**src/hw/rtl/ptqs_pkg.sv**
```systemverilog
package ptqs_pkg;

  localparam int unsigned QUEUE_DEPTH = 16;

  localparam int unsigned CFG_IDX_W  = 8;
  localparam int unsigned CFG_DATA_W = 8;

  localparam logic [CFG_IDX_W-1:0] CFG_SPLIT_LEVEL = 8'd0;
  localparam logic [CFG_IDX_W-1:0] CFG_SPLIT_MIN   = 8'd1;

  localparam logic [4:0] SPLIT_LEVEL_RST = 5'd5;
  localparam logic [3:0] SPLIT_MIN_RST   = 4'd2;

  localparam logic [31:0] SPLIT_ID_FACTOR = 32'd100;

  localparam logic [1:0] FUNC_ADD     = 2'd0;
  localparam logic [1:0] FUNC_POP     = 2'd1;
  localparam logic [1:0] FUNC_REQUEUE = 2'd2;

  localparam logic [1:0] ST_OK    = 2'd0;
  localparam logic [1:0] ST_EMPTY = 2'd1;
  localparam logic [1:0] ST_DROP  = 2'd2;
  localparam logic [1:0] ST_SPLIT = 2'd3;

  typedef struct packed {
    logic [1:0]  func;
    logic [31:0] task_id;
    logic [2:0]  task_priority;
    logic [3:0]  task_duration;
    logic        task_critical;
  } in_t;

  typedef struct packed {
    logic [1:0]  status;
    logic        out_valid;
    logic [31:0] out_id;
    logic [2:0]  out_priority;
    logic [3:0]  out_duration;
    logic        out_critical;
    logic [4:0]  occupancy;
  } out_t;

  // one stored task, 40 bits
  typedef struct packed {
    logic [31:0] id;
    logic [2:0]  prio;
    logic [3:0]  dur;
    logic        crit;
  } task_t;

  localparam int unsigned TASK_W = $bits(task_t);

  // a strictly better than b: critical first, then lower priority number
  function automatic logic better(task_t a, task_t b);
    logic res;
    if (a.crit != b.crit) begin
      res = a.crit;
    end else begin
      res = (a.prio < b.prio);
    end
    return res;
  endfunction

endpackage

```
**src/hw/rtl/ptqs_ram.sv**
```systemverilog
module ptqs_ram #(
  parameter int unsigned Width = 8,
  parameter int unsigned Depth = 16
) (
  input  logic                     clk_i,
  input  logic                     we_i,
  input  logic [$clog2(Depth)-1:0] waddr_i,
  input  logic [Width-1:0]         wdata_i,
  input  logic [$clog2(Depth)-1:0] raddr_i,
  output logic [Width-1:0]         rdata_o
);

  logic [Width-1:0] mem_q [Depth];

  always_ff @(posedge clk_i) begin
    if (we_i) begin
      mem_q[waddr_i] <= wdata_i;
    end
    rdata_o <= mem_q[raddr_i];
  end

endmodule

```
**src/hw/rtl/priority_task_queue_split_top.sv**
```systemverilog
// Channel   Direction  Handshake            Payload
// in        input      in_valid_i/in_stall_o   ptqs_pkg::in_t  (func, task fields)
// out       output     out_valid_o/out_stall_i ptqs_pkg::out_t (status, popped task, occupancy)
// cfg       input      cfg_valid_i/cfg_ready_o cfg_index_i, cfg_data_i
//
// Steps: an add or requeue is accepted, then written to the RAM in one write; a split add
// makes two RAM writes. A pop scans the entries one RAM read a cycle, then moves the tail
// behind the winner down one slot a cycle. The task RAM has separate write and read ports,
// and its read data is registered.
// Reset clears the control state and the entry count; the task RAM itself is not cleared.
// in_stall_o is high while an item is in work; a finished result sits in the output
// register, so the next item is accepted while it waits and only waits to finish.
module priority_task_queue_split_top #(
  parameter int unsigned QueueDepth = ptqs_pkg::QUEUE_DEPTH
) (
  input  logic                                clk_i,
  input  logic                                rst_ni,
  input  logic                                in_valid_i,
  output logic                                in_stall_o,
  input  ptqs_pkg::in_t                       in_data_i,
  output logic                                out_valid_o,
  input  logic                                out_stall_i,
  output ptqs_pkg::out_t                      out_data_o,
  input  logic                                cfg_valid_i,
  output logic                                cfg_ready_o,
  input  logic [ptqs_pkg::CFG_IDX_W-1:0]      cfg_index_i,
  input  logic [ptqs_pkg::CFG_DATA_W-1:0]     cfg_data_i
);

  localparam int unsigned AW = $clog2(QueueDepth);
  localparam int unsigned CW = $clog2(QueueDepth + 1);
  // common width for comparing the count against the 5-bit level register
  localparam int unsigned LW = (CW > 5) ? CW : 5;
  localparam logic [CW-1:0] DEPTH_C     = CW'(QueueDepth);
  localparam logic [CW-1:0] DEPTH_M2_C  = CW'(QueueDepth - 2);

  typedef enum logic [4:0] {
    S_IDLE   = 5'b00001,
    S_DISP   = 5'b00010,
    S_SPLIT2 = 5'b00100,
    S_SCAN   = 5'b01000,
    S_SHIFT  = 5'b10000
  } state_e;

  state_e              state_q, state_d;
  ptqs_pkg::in_t       item_q, item_d;
  logic [CW-1:0]       count_q, count_d;
  logic [CW-1:0]       ptr_q, ptr_d;
  logic                pend_q, pend_d;
  logic [AW-1:0]       pidx_q, pidx_d;
  ptqs_pkg::task_t     best_q, best_d;
  logic [AW-1:0]       bidx_q, bidx_d;
  logic [31:0]         base_q, base_d;
  logic [4:0]          level_q;
  logic [3:0]          min_dur_q;

  logic                out_vld_q, out_vld_d;
  ptqs_pkg::out_t      out_q, res_d;
  logic                res_set;
  logic                res_free;

  // RAM port signals
  logic                ram_we;
  logic [AW-1:0]       ram_waddr;
  ptqs_pkg::task_t     ram_wdata;
  logic [AW-1:0]       ram_raddr;
  ptqs_pkg::task_t     ram_rdata;

  logic                split;
  logic [31:0]         base;
  logic [3:0]          dur_lo;
  logic                rd_more;

  ptqs_ram #(
    .Width (ptqs_pkg::TASK_W),
    .Depth (QueueDepth)
  ) u_ram (
    .clk_i   (clk_i),
    .we_i    (ram_we),
    .waddr_i (ram_waddr),
    .wdata_i (ram_wdata),
    .raddr_i (ram_raddr),
    .rdata_o (ram_rdata)
  );

  assign in_stall_o  = (state_q != S_IDLE);
  assign cfg_ready_o = 1'b1;
  assign out_valid_o = out_vld_q;
  assign out_data_o  = out_q;

  // output register can take a result this cycle
  assign res_free = !out_vld_q || !out_stall_i;

  assign split = (item_q.func == ptqs_pkg::FUNC_ADD) &&
                 (LW'(count_q) > LW'(level_q)) &&
                 (item_q.task_duration > min_dur_q);
  assign base    = item_q.task_id * ptqs_pkg::SPLIT_ID_FACTOR;
  assign dur_lo  = item_q.task_duration >> 1;
  assign rd_more = (ptr_q < count_q);

  always_comb begin
    state_d   = state_q;
    item_d    = item_q;
    count_d   = count_q;
    ptr_d     = ptr_q;
    pend_d    = 1'b0;
    pidx_d    = pidx_q;
    best_d    = best_q;
    bidx_d    = bidx_q;
    base_d    = base_q;
    ram_we    = 1'b0;
    ram_waddr = count_q[AW-1:0];
    ram_wdata = '{id: item_q.task_id, prio: item_q.task_priority,
                  dur: item_q.task_duration, crit: item_q.task_critical};
    ram_raddr = ptr_q[AW-1:0];
    res_set   = 1'b0;
    res_d     = '0;

    unique case (state_q)
      S_IDLE: begin
        if (in_valid_i) begin
          item_d  = in_data_i;
          state_d = S_DISP;
        end
      end

      S_DISP: begin
        if (res_free) begin
          unique case (item_q.func) inside
            ptqs_pkg::FUNC_ADD, ptqs_pkg::FUNC_REQUEUE: begin
              if (split) begin
                if (count_q <= DEPTH_M2_C) begin
                  // first half now, second half next cycle
                  ram_we        = 1'b1;
                  ram_wdata.id  = base;
                  ram_wdata.dur = dur_lo;
                  base_d        = base;
                  count_d       = count_q + CW'(1);
                  state_d       = S_SPLIT2;
                end else begin
                  res_set      = 1'b1;
                  res_d.status = ptqs_pkg::ST_DROP;
                  state_d      = S_IDLE;
                end
              end else if (count_q < DEPTH_C) begin
                ram_we       = 1'b1;
                count_d      = count_q + CW'(1);
                res_set      = 1'b1;
                res_d.status = ptqs_pkg::ST_OK;
                state_d      = S_IDLE;
              end else begin
                res_set      = 1'b1;
                res_d.status = ptqs_pkg::ST_DROP;
                state_d      = S_IDLE;
              end
            end
            ptqs_pkg::FUNC_POP: begin
              if (count_q == '0) begin
                res_set      = 1'b1;
                res_d.status = ptqs_pkg::ST_EMPTY;
                state_d      = S_IDLE;
              end else begin
                ptr_d   = '0;
                state_d = S_SCAN;
              end
            end
            default: begin
              res_set      = 1'b1;
              res_d.status = ptqs_pkg::ST_OK;
              state_d      = S_IDLE;
            end
          endcase
        end
      end

      S_SPLIT2: begin
        ram_we        = 1'b1;
        ram_wdata.id  = base_q + 32'd1;
        ram_wdata.dur = item_q.task_duration - dur_lo;
        count_d       = count_q + CW'(1);
        res_set       = 1'b1;
        res_d.status  = ptqs_pkg::ST_SPLIT;
        state_d       = S_IDLE;
      end

      S_SCAN: begin
        if (rd_more) begin
          ptr_d  = ptr_q + CW'(1);
          pend_d = 1'b1;
          pidx_d = ptr_q[AW-1:0];
        end
        // strict compare keeps the oldest among equal keys
        if (pend_q) begin
          if ((pidx_q == '0) || ptqs_pkg::better(ram_rdata, best_q)) begin
            best_d = ram_rdata;
            bidx_d = pidx_q;
          end
        end
        if (!rd_more && !pend_q) begin
          ptr_d   = CW'(bidx_q) + CW'(1);
          state_d = S_SHIFT;
        end
      end

      S_SHIFT: begin
        if (rd_more) begin
          ptr_d  = ptr_q + CW'(1);
          pend_d = 1'b1;
          pidx_d = ptr_q[AW-1:0];
        end
        // entry read last cycle moves down one slot
        if (pend_q) begin
          ram_we    = 1'b1;
          ram_waddr = pidx_q - AW'(1);
          ram_wdata = ram_rdata;
        end
        if (!rd_more && !pend_q) begin
          count_d            = count_q - CW'(1);
          res_set            = 1'b1;
          res_d.status       = ptqs_pkg::ST_OK;
          res_d.out_valid    = 1'b1;
          res_d.out_id       = best_q.id;
          res_d.out_priority = best_q.prio;
          res_d.out_duration = best_q.dur;
          res_d.out_critical = best_q.crit;
          state_d            = S_IDLE;
        end
      end

      default: begin
        state_d = S_IDLE;
      end
    endcase

    res_d.occupancy = 5'(count_d);
  end

  always_comb begin
    if (res_set) begin
      out_vld_d = 1'b1;
    end else if (!out_stall_i) begin
      out_vld_d = 1'b0;
    end else begin
      out_vld_d = out_vld_q;
    end
  end

  always_ff @(posedge clk_i or negedge rst_ni) begin
    if (!rst_ni) begin
      state_q   <= S_IDLE;
      count_q   <= '0;
      ptr_q     <= '0;
      pend_q    <= 1'b0;
      out_vld_q <= 1'b0;
      level_q   <= ptqs_pkg::SPLIT_LEVEL_RST;
      min_dur_q <= ptqs_pkg::SPLIT_MIN_RST;
    end else begin
      state_q   <= state_d;
      count_q   <= count_d;
      ptr_q     <= ptr_d;
      pend_q    <= pend_d;
      out_vld_q <= out_vld_d;
      if (cfg_valid_i && cfg_ready_o) begin
        unique case (cfg_index_i)
          ptqs_pkg::CFG_SPLIT_LEVEL: level_q   <= cfg_data_i[4:0];
          ptqs_pkg::CFG_SPLIT_MIN:   min_dur_q <= cfg_data_i[3:0];
          default: ;
        endcase
      end
    end
  end

  // payload registers
  always_ff @(posedge clk_i) begin
    item_q <= item_d;
    pidx_q <= pidx_d;
    best_q <= best_d;
    bidx_q <= bidx_d;
    base_q <= base_d;
    if (res_set) begin
      out_q <= res_d;
    end
  end

endmodule

```
**config.mk**
```make
export PLATFORM = sky130hd
export DESIGN_NAME = priority_task_queue_split_top
export DESIGN_NICKNAME = d
export VERILOG_FILES = /design/src/hw/rtl/ptqs_pkg.sv /design/src/hw/rtl/ptqs_ram.sv /design/src/hw/rtl/priority_task_queue_split_top.sv
export SDC_FILE = /design/constraint.sdc
export NUM_CORES = 1
export LEC_CHECK = 0
export BUFFER_PORTS_ARGS = -buffer_cell sky130_fd_sc_hd__buf_4
export CORE_ASPECT_RATIO = 0.75
export CORE_MARGIN = 5
export CORE_UTILIZATION = 40
export CTS_CLUSTER_SIZE = 20
export DETAILED_ROUTE_END_ITERATION = 12
export PLACE_DENSITY_LB_ADDON = 0.25
export SYNTH_ARGS = -nofsm -noshare
export SYNTH_HDL_FRONTEND = slang
export SYNTH_HIERARCHICAL = 1
export SYNTH_SLANG_ARGS = --single-unit
```
**constraint.sdc**
```tcl
create_clock -name clk_i -period 16.68 [get_ports clk_i]
set_input_delay 0 -clock clk_i [delete_from_list [all_inputs] [get_ports clk_i]]
set_output_delay 0 -clock clk_i [all_outputs]
set_load 0.03 [all_outputs]
```
==> flow_metrics.env, run 1 <==
export IMPL_reg2regPathDepth=7
export IMPL_synth_edf_count=808
export IMPL_syn_area_sq_um=36600
export IMPL_report_final_slew_viol_count=0
export IMPL_grt_util_met2=0.283
export IMPL_dp_hpwl_um=52300
export IMPL_finalClockSkew_ns=0.0339
export IMPL_io_pins=114
export IMPL_crit_type="reg2reg"
export IMPL_switching_share=0.256
export IMPL_initial_core_util=0.401
export IMPL_final_nets=2458
export IMPL_grt_start_max_net_pins=76
export IMPL_place_gp_congestion=0.833
export IMPL_setup_viol=0
export IMPL_p_int_uw=4050
export IMPL_antenna_found_initial=3
export IMPL_grt_busiest_layer="met2"
export IMPL_finalCritPeriodShare=0.303
export IMPL_dpl_cell_area_sq_um=38800
export IMPL_power_net_switching_uw=1390
export IMPL_max_freq_ghz=0.198
export IMPL_area_delta_synth_final_pct=16.2
export IMPL_synthCells=2051
export IMPL_clockBufferDepth=3
export IMPL_syn_avg_cell_area_sq_um=17.8
export IMPL_gr_usage_met1=0.257
export IMPL_tns_ns=0
export IMPL_endpoint_kind="register"
export IMPL_critPathMaxFanout=23
export IMPL_vias_per_cell=5.50
export IMPL_synth_fp_nets=2243
export IMPL_cp_required_ns=16.95
export IMPL_final_area_sq_um=42500
export IMPL_drc=0
export IMPL_p_leak_uw=0.0149
export IMPL_clkPwrFrac=0.376
export IMPL_cts_max_level=3
export IMPL_synth_async_reset_ratio=0.0297
export IMPL_cap_violations=0
export IMPL_fill_cells=7670
export IMPL_yosysWarnings=6
export IMPL_synth_common_cells="edfxtp_1 (808), inv_1 (147), nand2_1 (135), ha_1 (104), mux4_2 (100)"
export IMPL_io_buffers=109
export IMPL_critPathArrivalTime_ns=5.31
export IMPL_post_route_min_period_ns=5.05
export IMPL_pwr_density_cell_nw_per_um2=128
export IMPL_hold_violations=0
export IMPL_numCtsBuffers=89
export IMPL_dieHeight_um=272
export IMPL_cts_resized=0
export IMPL_core_sq_um=91200
export IMPL_yosysUniqueCellTypes=75
export IMPL_cp_start_kind="register"
export IMPL_wire_per_inst_um=25.0
export IMPL_grtUsageTotal=0.179
export IMPL_yosys_area_top_type="edfxtp_1"
export IMPL_synth_top_area_frac=0.663
export IMPL_seq_power_share=0.474
export IMPL_clkSlewWorstSetupHoldPaths_ns=0.06
export IMPL_cts_sinks=874
export IMPL_yosysSeqAreaShare=0.703
export IMPL_worst_pin_slew_ns=1.35
export IMPL_detail_route_antenna_nets=0
export IMPL_relSlewSlack=0.0948
export IMPL_outcome="completed"
export IMPL_rsz0062_at_grt="false"
export IMPL_ys_ff_latch=874
export IMPL_drive_gt1_frac=0.182
export IMPL_drt_iter0_drc=1883
export IMPL_comb_power_share=0.150
export IMPL_vdd_drop_max_mv=0.0793
export IMPL_use_met3=0.0338
export IMPL_yosysMostFrequentCell="edfxtp_1"
export IMPL_synth_area_leaders="edfxtp_1 (66%), mux4_2 (6.2%), mux4_1 (4.3%), ha_1 (3.6%), dfxtp_1 (2.2%)"
export IMPL_wl_um=89000
export IMPL_worstSkewPairLatency_ns=0.64
export IMPL_root_buffer="clkbuf_16"
export IMPL_cts_tree="yes"
export IMPL_hold_path_class="in2reg"
export IMPL_die_area_sq_um=97700
export IMPL_grt_overflow=0
export IMPL_via_count=19636
export IMPL_holdPathStages=2
export IMPL_grt_pass1_wl_um=130000
export IMPL_seq_area_sq_um=25700
export IMPL_grt_pass1_vias=19774
export IMPL_rows=96
export IMPL_multi_input_area_sq_um=9940
export IMPL_firstDrtPassIters=6
export IMPL_die_width_um=359
export IMPL_synthFlopType="edfxtp_1"
[state kept, by name (all words and copies together) (netlist names)]
signal and cells:
pend_q 1, u_ram/mem_q 640, pidx_q 4, count_q 5, state_q 5, out_data_o 48, bidx_q 4, dur_lo 3
base_q 30, u_ram/rdata_o 40, item_q 39, ptr_q 5, min_dur_q 4, level_q 5, out_valid_o 1, best_q 40
[final timing paths]
kind	start	endpoint	slack [ns]
worst min register to register	u_ram/rdata_o[23]	best_q[23]	0.44
worst max-delay path	state_q[1]	u_ram/mem_q[7][10]	11.63
worst min-delay path	in_data_i[0]	item_q[0]	0.07
max in group asynchronous	rst_ni	out_valid_o	16.03
worst max register to register	state_q[1]	u_ram/mem_q[7][10]	11.63
min in group asynchronous	rst_ni	state_q[0]	0.48
[power by group through the flow]
stage | Sequential [uW] | Combinational, uW | Clock, uW
CTS | 2570 | 820 | 2090
floorplan | 2590 | 575 | 0
global route | 2580 | 899 | 2180
detailed placement | 2620 | 800 | 0
global placement | 2620 | 784 | 0
finish | 2580 | 818 | 2040
[layout by cell type, fill, tap and decap left out, drive strengths merged, types with 5 or more instances in the layout]
master and n:
o21ai 62, nor2b 8, nand2 136, o22ai 6
nor3 13, fa 25, mux2i 30, a21oi 41
and3 5, dfrtp 22, o21bai 5, mux4 160
clkbuf 120, dfxtp 40, bufinv 11, xnor2 24
nand4 6, a211o 5, ha 104, edfxtp 808
mux2 5, a21o 15, nor2 41, a221o 30
nand2b 6, inv 147, nand3 17, nand3b 5
a22oi 80, dlygate4sd3 63, buf 145, clkinv 31
and2 42, xor2 14
[critical path, stage by stage (launching register included)]
cell and delay, ns:
dfrtp_1 0.46, nor3_1 0.41, and3b_1 0.49, nand2_1 0.47, o21ai_0 0.95, nand2_1 0.48
nor2_4 0.83, buf_4 0.56
[logic make-up after synthesis]
group,Yosys count,share of synthesized area
muxes,195,0.114
buffers and inverters,231,0.0296
xor gates and xnor gates,38,0.00910
AOI/OAI and AO/OA,281,0.0547
other,1,0.000102
DFF,874,0.703
and+or+nand+nor,301,0.0397
adders and majority gates,130,0.0495
[through the flow]
step | hold slack, ns | cells | power, uW | utilization | setup slack (ns)
floorplan | -0.296 | 2051 | 3170 | - | 11.06
global placement | -0.0556 | 3336 | 3400 | 0.426 | 11.82
detailed placement | -0.0540 | 3336 | 3420 | 0.426 | 11.72
CTS | 0.0304 | 3566 | 5490 | 0.466 | 11.68
global route | 0.0471 | 3566 | 5660 | 0.466 | 11.31
finish | 0.0743 | 3567 | 5440 | 0.466 | 11.63
[routing by layer]
layer | vias to the layer above | part of all wire
met5 | - | 0
met1 | 10278 | 0.44
met4 | 0 | 0.024
li1 | 8541 | -
met3 | 128 | 0.069
met2 | 689 | 0.46
[final cells by class]
| class | count | share of cell area |
|---|---|---|
| timing repair buffer | 208 | 0.0407 |
| antenna | 1 | 0.0000588 |
| clock buffer | 120 | 0.0582 |
| clock inverter | 46 | 0.0131 |
| inverter | 147 | 0.0130 |
| tap | 1225 | 0.0360 |
| multi-input combinational | 946 | 0.234 |
| sequential | 874 | 0.605 |
[repair_timing]
action,4_1_cts,5_1_grt
endpoints found under the hold margin,82,0
setup buffers,0,0
hold buffers,64,0
Note: power is estimated with default switching activity, not from simulation.
==> inputs of run 2 (changes only) <==
Settings changed: ABC_AREA set to 1.
Clock period 16.68 ns to 5.19 ns, I/O delays scaled along.
==> run 2 against run 1 <==
- fmax grew 16%
- register-to-register slack got worse by 11 ns
- sequential cell count stayed put
- sequential share of layout area shrank 5.0 points
- count of clock-buffer cells in the layout down 5
- global-route usage increased by 1.6 points
- critical path depth increased by 8
- clock power rose to 3.0 times the previous value
- total power grew to 4.6 times the previous value
- non-clock buffer count grew 18
==> flow_metrics.env, run 2 <==
export IMPL_outcome="completed"
export IMPL_synth_common_cells="nand2_1 (1145), edfxtp_1 (808), inv_1 (779), nand3_1 (578), nor2_1 (152)"
export IMPL_final_common_cell="nand2_1"
export IMPL_dp_hpwl_um=61600
export IMPL_critPathMaxFanout=16
export IMPL_yosysWarnings=6
export IMPL_crit_type="reg2reg"
export IMPL_yosysUniqueCellTypes=47
export IMPL_rsz0062_at_grt="false"
export IMPL_fin_util=0.458
export IMPL_die_width_um=379
export IMPL_final_nets=4418
export IMPL_finalCritPeriodShare=0.838
export IMPL_p_leak_uw=0.0202
export IMPL_initial_core_util=0.403
export IMPL_setup_viol=0
export IMPL_drc=0
export IMPL_max_freq_ghz=0.230
export IMPL_worst_pin_slew_ns=1.01
export IMPL_drive_gt1_frac=0.0799
export IMPL_grt_pass1_vias=25442
export IMPL_grt_util_met2=0.300
export IMPL_yosys_area_share_simple=0.197
export IMPL_numCtsBuffers=82
export IMPL_yosys_area_top_type="edfxtp_1"
export IMPL_root_buffer="clkbuf_16"
export IMPL_grtUsageTotal=0.194
export IMPL_syn_area_sq_um=40900
export IMPL_synth_top_family_by_area="simple AND/OR/NAND/NOR gates"
export IMPL_io_pins=114
export IMPL_io_buffers=109
export IMPL_core_sq_um=101000
export IMPL_endpoint_kind="register"
export IMPL_gr_usage_met1=0.292
export IMPL_finalClockSkew_ns=0.0277
export IMPL_timing_hold_ws_ns=0.0516
export IMPL_largest_reg_flops=640
export IMPL_report_final_slew_viol_count=0
export IMPL_wl_um=106000
export IMPL_syn_avg_cell_area_sq_um=10.0
export IMPL_grt_busiest_layer="met2"
export IMPL_drt_iter0_drc=2629
export IMPL_synth_top_area_frac=0.594
export IMPL_final_area_sq_um=46400
export IMPL_rows=101
export IMPL_critPathArrivalTime_ns=4.48
export IMPL_die_area_sq_um=109000
export IMPL_firstDrtPassIters=5
export IMPL_antenna_found_initial=0
export IMPL_synth_async_reset_ratio=0.0297
export IMPL_dpl_cell_area_sq_um=43100
export IMPL_clockBufferDepth=3
export IMPL_wire_per_inst_um=18.9
export IMPL_post_cts_buffers=0
export IMPL_dieHeight_um=287
export IMPL_via_count=27644
export IMPL_area_delta_synth_final_pct=13.5
export IMPL_grt_start_max_net_pins=183
export IMPL_cp_required_ns=5.32
export IMPL_use_met3=0.0255
export IMPL_hold_violations=0
export IMPL_hold_path_class="in2reg"
export IMPL_synth_fp_nets=4271
export IMPL_place_gp_congestion=0.916
export IMPL_clkSlewWorstSetupHoldPaths_ns=0.07
export IMPL_pwr_density_cell_nw_per_um2=539
export IMPL_synth_fa_ha_area_frac=0.0441
export IMPL_relSlewSlack=0.322
export IMPL_synth_area_leaders="edfxtp_1 (59%), nand2_1 (11%), inv_1 (7.2%), nand3_1 (7.1%), ha_1 (3.2%)"
export IMPL_cts_max_level=3
export IMPL_regMostFlops="u_ram/mem_q"
export IMPL_yosysSeqAreaShare=0.629
export IMPL_vdd_drop_max_mv=0.469
export IMPL_grt_overflow=0
export IMPL_mostFrequentLayoutCells="nand2_1 (1145), edfxtp_1 (808), inv_1 (778)"
export IMPL_synth_xor_area_share=0.00622
export IMPL_synth_edf_count=808
export IMPL_cp_start_kind="register"
export IMPL_regToRegSetupSlack_ns=0.84
export IMPL_synthCells=4079
export IMPL_cts_sinks=874
export IMPL_post_route_min_period_ns=4.35
export IMPL_vias_per_cell=4.91
export IMPL_synthFlopType="edfxtp_1"
export IMPL_worstSkewPairLatency_ns=0.67
export IMPL_tns_ns=0
export IMPL_yosysMostFrequentCell="nand2_1"
export IMPL_n_antenna_cell=0
export IMPL_synth_compound_area_frac=0.0252
export IMPL_ys_ff_latch=874
export IMPL_grt_pass1_wl_um=161000
export IMPL_cap_violations=0
export IMPL_cts_tree="yes"
export IMPL_detail_route_antenna_nets=0
export IMPL_synthMuxAreaShare=0.000276
==> run 2: cell count changes after synthesis, sizes merged, moves of 42 or more <==
cell	change
nand2	+1011
inv	+649
nand3	+563
mux4	-160
nor2	+116
buf	+100
a22oi	-80
and2	-42
==> run 2: power by group <==
group | total (uW) | switching (uW) | internal (uW) | leakage, uW
combinational | 9470 | 6730 | 2740 | 0.0110
sequential | 9480 | 541 | 8940 | 0.00794
clock | 6050 | 2630 | 3420 | 0.00129
==> run 2: cell families after synthesis <==
group	count (synthesis)
flops	874
simple gates	1912
mux	1
buf+inv	959
compound gates	174
other cells	1
fa+ha+maj	129
xor+xnor	29
==> run 2: metrics by stage <==
step	total power (uW)	cells	setup slack, ns
2_1_floorplan	16100	4079	0.593
3_3_place_gp	18900	5418	0.941
3_5_place_dp	19000	5418	0.932
4_1_cts	25100	5632	0.896
5_1_grt	26600	5632	0.686
6_report	25000	5632	0.843
==> run 2: timing repair <==
action	in CTS	in global routing
hold endpoints to repair	85	0
resized for setup	0	0
hold buffers	63	0
==> run 2: path summary, 6_finish.rpt <==
kind / startpoint / end / depth (start not counted)
max: item_q[14] / u_ram/mem_q[5][32] / 15
min: in_data_i[4] / dur_lo[2] / 2
max reg2reg: item_q[14] / u_ram/mem_q[5][32] / 15
min reg2reg: u_ram/rdata_o[10] / best_q[10] / 0
max in group asynchronous: rst_ni / ptr_q[2] / 4
min in group asynchronous: rst_ni / count_q[1] / 4
==> run 2: layout make-up <==
class / instances / area [sq um]
clock buffer: 115 / 2310
clock inverter: 36 / 347
fill: 9469 / 55000
inverter: 796 / 3000
multi-input combinational: 2246 / 11300
sequential: 874 / 25700
tap: 1339 / 1680
timing repair buffer: 226 / 1990
==> run 2: worst max-delay path, cell delays in order, from the launching register on <==
cell      delay (ns)
edfxtp_1        0.51
ha_1            0.35
ha_1            0.28
inv_1           0.05
fa_1            0.49
inv_1           0.04
ha_1            0.35
nand2_1         0.12
nor2_1          0.33
nand2_1         0.21
nor2_1          0.12
nor2_1          0.07
nand3_1         0.09
nand3_1         0.10
nand2_1         0.08
nand3_1         0.60
==> run 2: routing by layer <==
metal	wire length, um	part of all wire
met1	51000	0.48
met2	47500	0.45
met5	0	0
met4	2130	0.020
met3	5890	0.055
==> inputs of run 3 (changes only) <==
Clock period 5.19 ns to 4.11 ns, I/O delays scaled along.
==> run 3 against run 2 <==
- non-clock buffer count increased by 48
- clock power is 28% higher
- combinational power up 33%
- worst hold slack better by 0.0088 ns
- worst setup slack got worse by 0.63 ns
- cell area is 1.2% higher
- die area stayed put
- register-to-register slack worse by 0.63 ns
- clock skew down 0.0079 ns
- utilization rose by 0.57 points
- via count rose by 2.0%
==> flow_metrics.env, run 3 (synthesized netlist as in run 2, its figures left out) <==
export IMPL_rows=101
export IMPL_tns_ns=0
export IMPL_reg2regPathDepth=19
export IMPL_final_common_cell="nand2_1"
export IMPL_grt_pass1_wl_um=163000
export IMPL_die_area_sq_um=109000
export IMPL_final_area_sq_um=47000
export IMPL_max_freq_ghz=0.257
export IMPL_die_width_um=379
export IMPL_io_pins=114
export IMPL_dieHeight_um=287
export IMPL_grt_overflow=0
export IMPL_regToRegSetupSlack_ns=0.22
export IMPL_final_nets=4466
export IMPL_worstSkewPairLatency_ns=0.66
export IMPL_hold_violations=0
export IMPL_clkSlewWorstSetupHoldPaths_ns=0.07
export IMPL_critPathArrivalTime_ns=4.28
export IMPL_rsz0062_at_grt="false"
export IMPL_numCtsBuffers=82
export IMPL_initial_core_util=0.403
export IMPL_pwr_density_cell_nw_per_um2=683
export IMPL_timing_hold_ws_ns=0.0603
export IMPL_worst_pin_slew_ns=1.21
export IMPL_outcome="completed"
export IMPL_relSlewSlack=0.192
export IMPL_regMostFlops="u_ram/mem_q"
export IMPL_largest_reg_flops=640
export IMPL_detail_route_antenna_nets=0
export IMPL_fill_cells=9365
export IMPL_area_delta_synth_final_pct=14.9
export IMPL_setup_viol=0
export IMPL_grtUsageTotal=0.198
export IMPL_cts_tree="yes"
export IMPL_clockBufferDepth=3
export IMPL_report_final_slew_viol_count=0
export IMPL_antenna_found_initial=1
export IMPL_p_leak_uw=0.0205
export IMPL_mostFrequentLayoutCells="nand2_1 (1145), edfxtp_1 (808), inv_1 (778)"
export IMPL_drive_gt1_frac=0.0908
export IMPL_finalClockSkew_ns=0.0199
export IMPL_firstDrtPassIters=6
export IMPL_via_count=28188
export IMPL_cp_required_ns=4.49
export IMPL_holdPathStages=2
export IMPL_critPathMaxFanout=16
export IMPL_drt_iter0_drc=2722
export IMPL_place_gp_congestion=0.937
export IMPL_root_buffer="clkbuf_16"
export IMPL_fin_util=0.463
export IMPL_vdd_drop_max_mv=0.460
export IMPL_cts_max_level=3
export IMPL_vias_per_cell=4.96
export IMPL_r2r_start="item_q[14]"
export IMPL_post_route_min_period_ns=3.89
export IMPL_worstReg2RegEnd="u_ram/mem_q[3][38]"
export IMPL_grt_pass1_vias=26037
export IMPL_whs_endpoint="item_q[31]"
export IMPL_io_buffers=109
export IMPL_endpoint_kind="register"
export IMPL_pre_cts_ws_ns=0.191
export IMPL_dpl_cell_area_sq_um=43600
export IMPL_wire_per_inst_um=19.2
export IMPL_cts_sinks=874
export IMPL_cap_violations=0
export IMPL_grt_start_max_net_pins=170
export IMPL_worst_slack_ns=0.217
export IMPL_min_from="in_data_i[31]"
export IMPL_drc=0
export IMPL_cp_start_kind="register"
export IMPL_wl_um=109000
export IMPL_core_sq_um=101000
export IMPL_finalCritPeriodShare=0.947
export IMPL_crit_type="reg2reg"
export IMPL_dp_hpwl_um=65500
export IMPL_hold_path_class="in2reg"
==> run 3: worst max-delay path, stage by stage (launching register included) <==
cell      delay, ns
edfxtp_1       0.50
ha_1           0.35
ha_1           0.28
inv_1          0.05
fa_1           0.50
inv_1          0.04
ha_1           0.35
nand2_1        0.15
inv_1          0.05
a21oi_1        0.14
nand2_1        0.16
nand2_1        0.09
nand2_1        0.15
nand2_1        0.12
nand2_1        0.05
nand2_1        0.07
nand3_1        0.16
nand2_1        0.11
nand3_1        0.08
buf_4          0.21
==> run 3: what timing repair did <==
| action | CTS | global route |
|---|---|---|
| gates resized for setup | 0 | 2 |
| hold buffers | 62 | 0 |
| buffers inserted | 0 | 4 |
| hold endpoints to repair | 103 | 0 |
| setup endpoints to repair | 0 | 32 |
==> run 3: how the worst max path moves through the flow <==
stage	end	startpoint
5_1_grt	u_ram/mem_q[3][38]	item_q[22]
4_1_cts	u_ram/mem_q[14][37]	item_q[14]
3_5_place_dp	u_ram/mem_q[7][37]	item_q[14]
3_3_place_gp	u_ram/mem_q[7][37]	item_q[14]
2_1_floorplan	out_data_o[0]	min_dur_q[1]
6_report	u_ram/mem_q[3][38]	item_q[14]
==> run 3: power breakdown <==
part | internal [uW] | switching, uW | total, uW
logic | 3640 | 8930 | 12600
registers | 11300 | 485 | 11800
clock network | 4430 | 3310 | 7750
total | 19300 | 12700 | 32100
==> run 3: final cells by class <==
type	count	area, sq um	area share
multi-input combinational	2246	11300	0.241
timing repair buffer	274	2520	0.0537
clock inverter	35	419	0.00893
antenna	1	2.50	0.0000533
inverter	796	3000	0.0640
tap	1339	1680	0.0357
sequential	874	25700	0.548
clock buffer	115	2270	0.0483
==> run 3: per-layer routing <==
layer  vias to the layer above  share of wire  track usage
met3                       152          0.065       0.0288
met1                     13525           0.48        0.302
met4                         0          0.026       0.0569
met2                       913           0.43        0.293
met5                         -              0            0
li1                      13598              -            -
==> run 3: through the flow <==
stage                     total power (uW)  instances
after floorplan                      20300       4079
after global placement               24300       5463
after detailed placement             24400       5463
after CTS                            32200       5675
after global routing                 34100       5680
final                                32100       5680
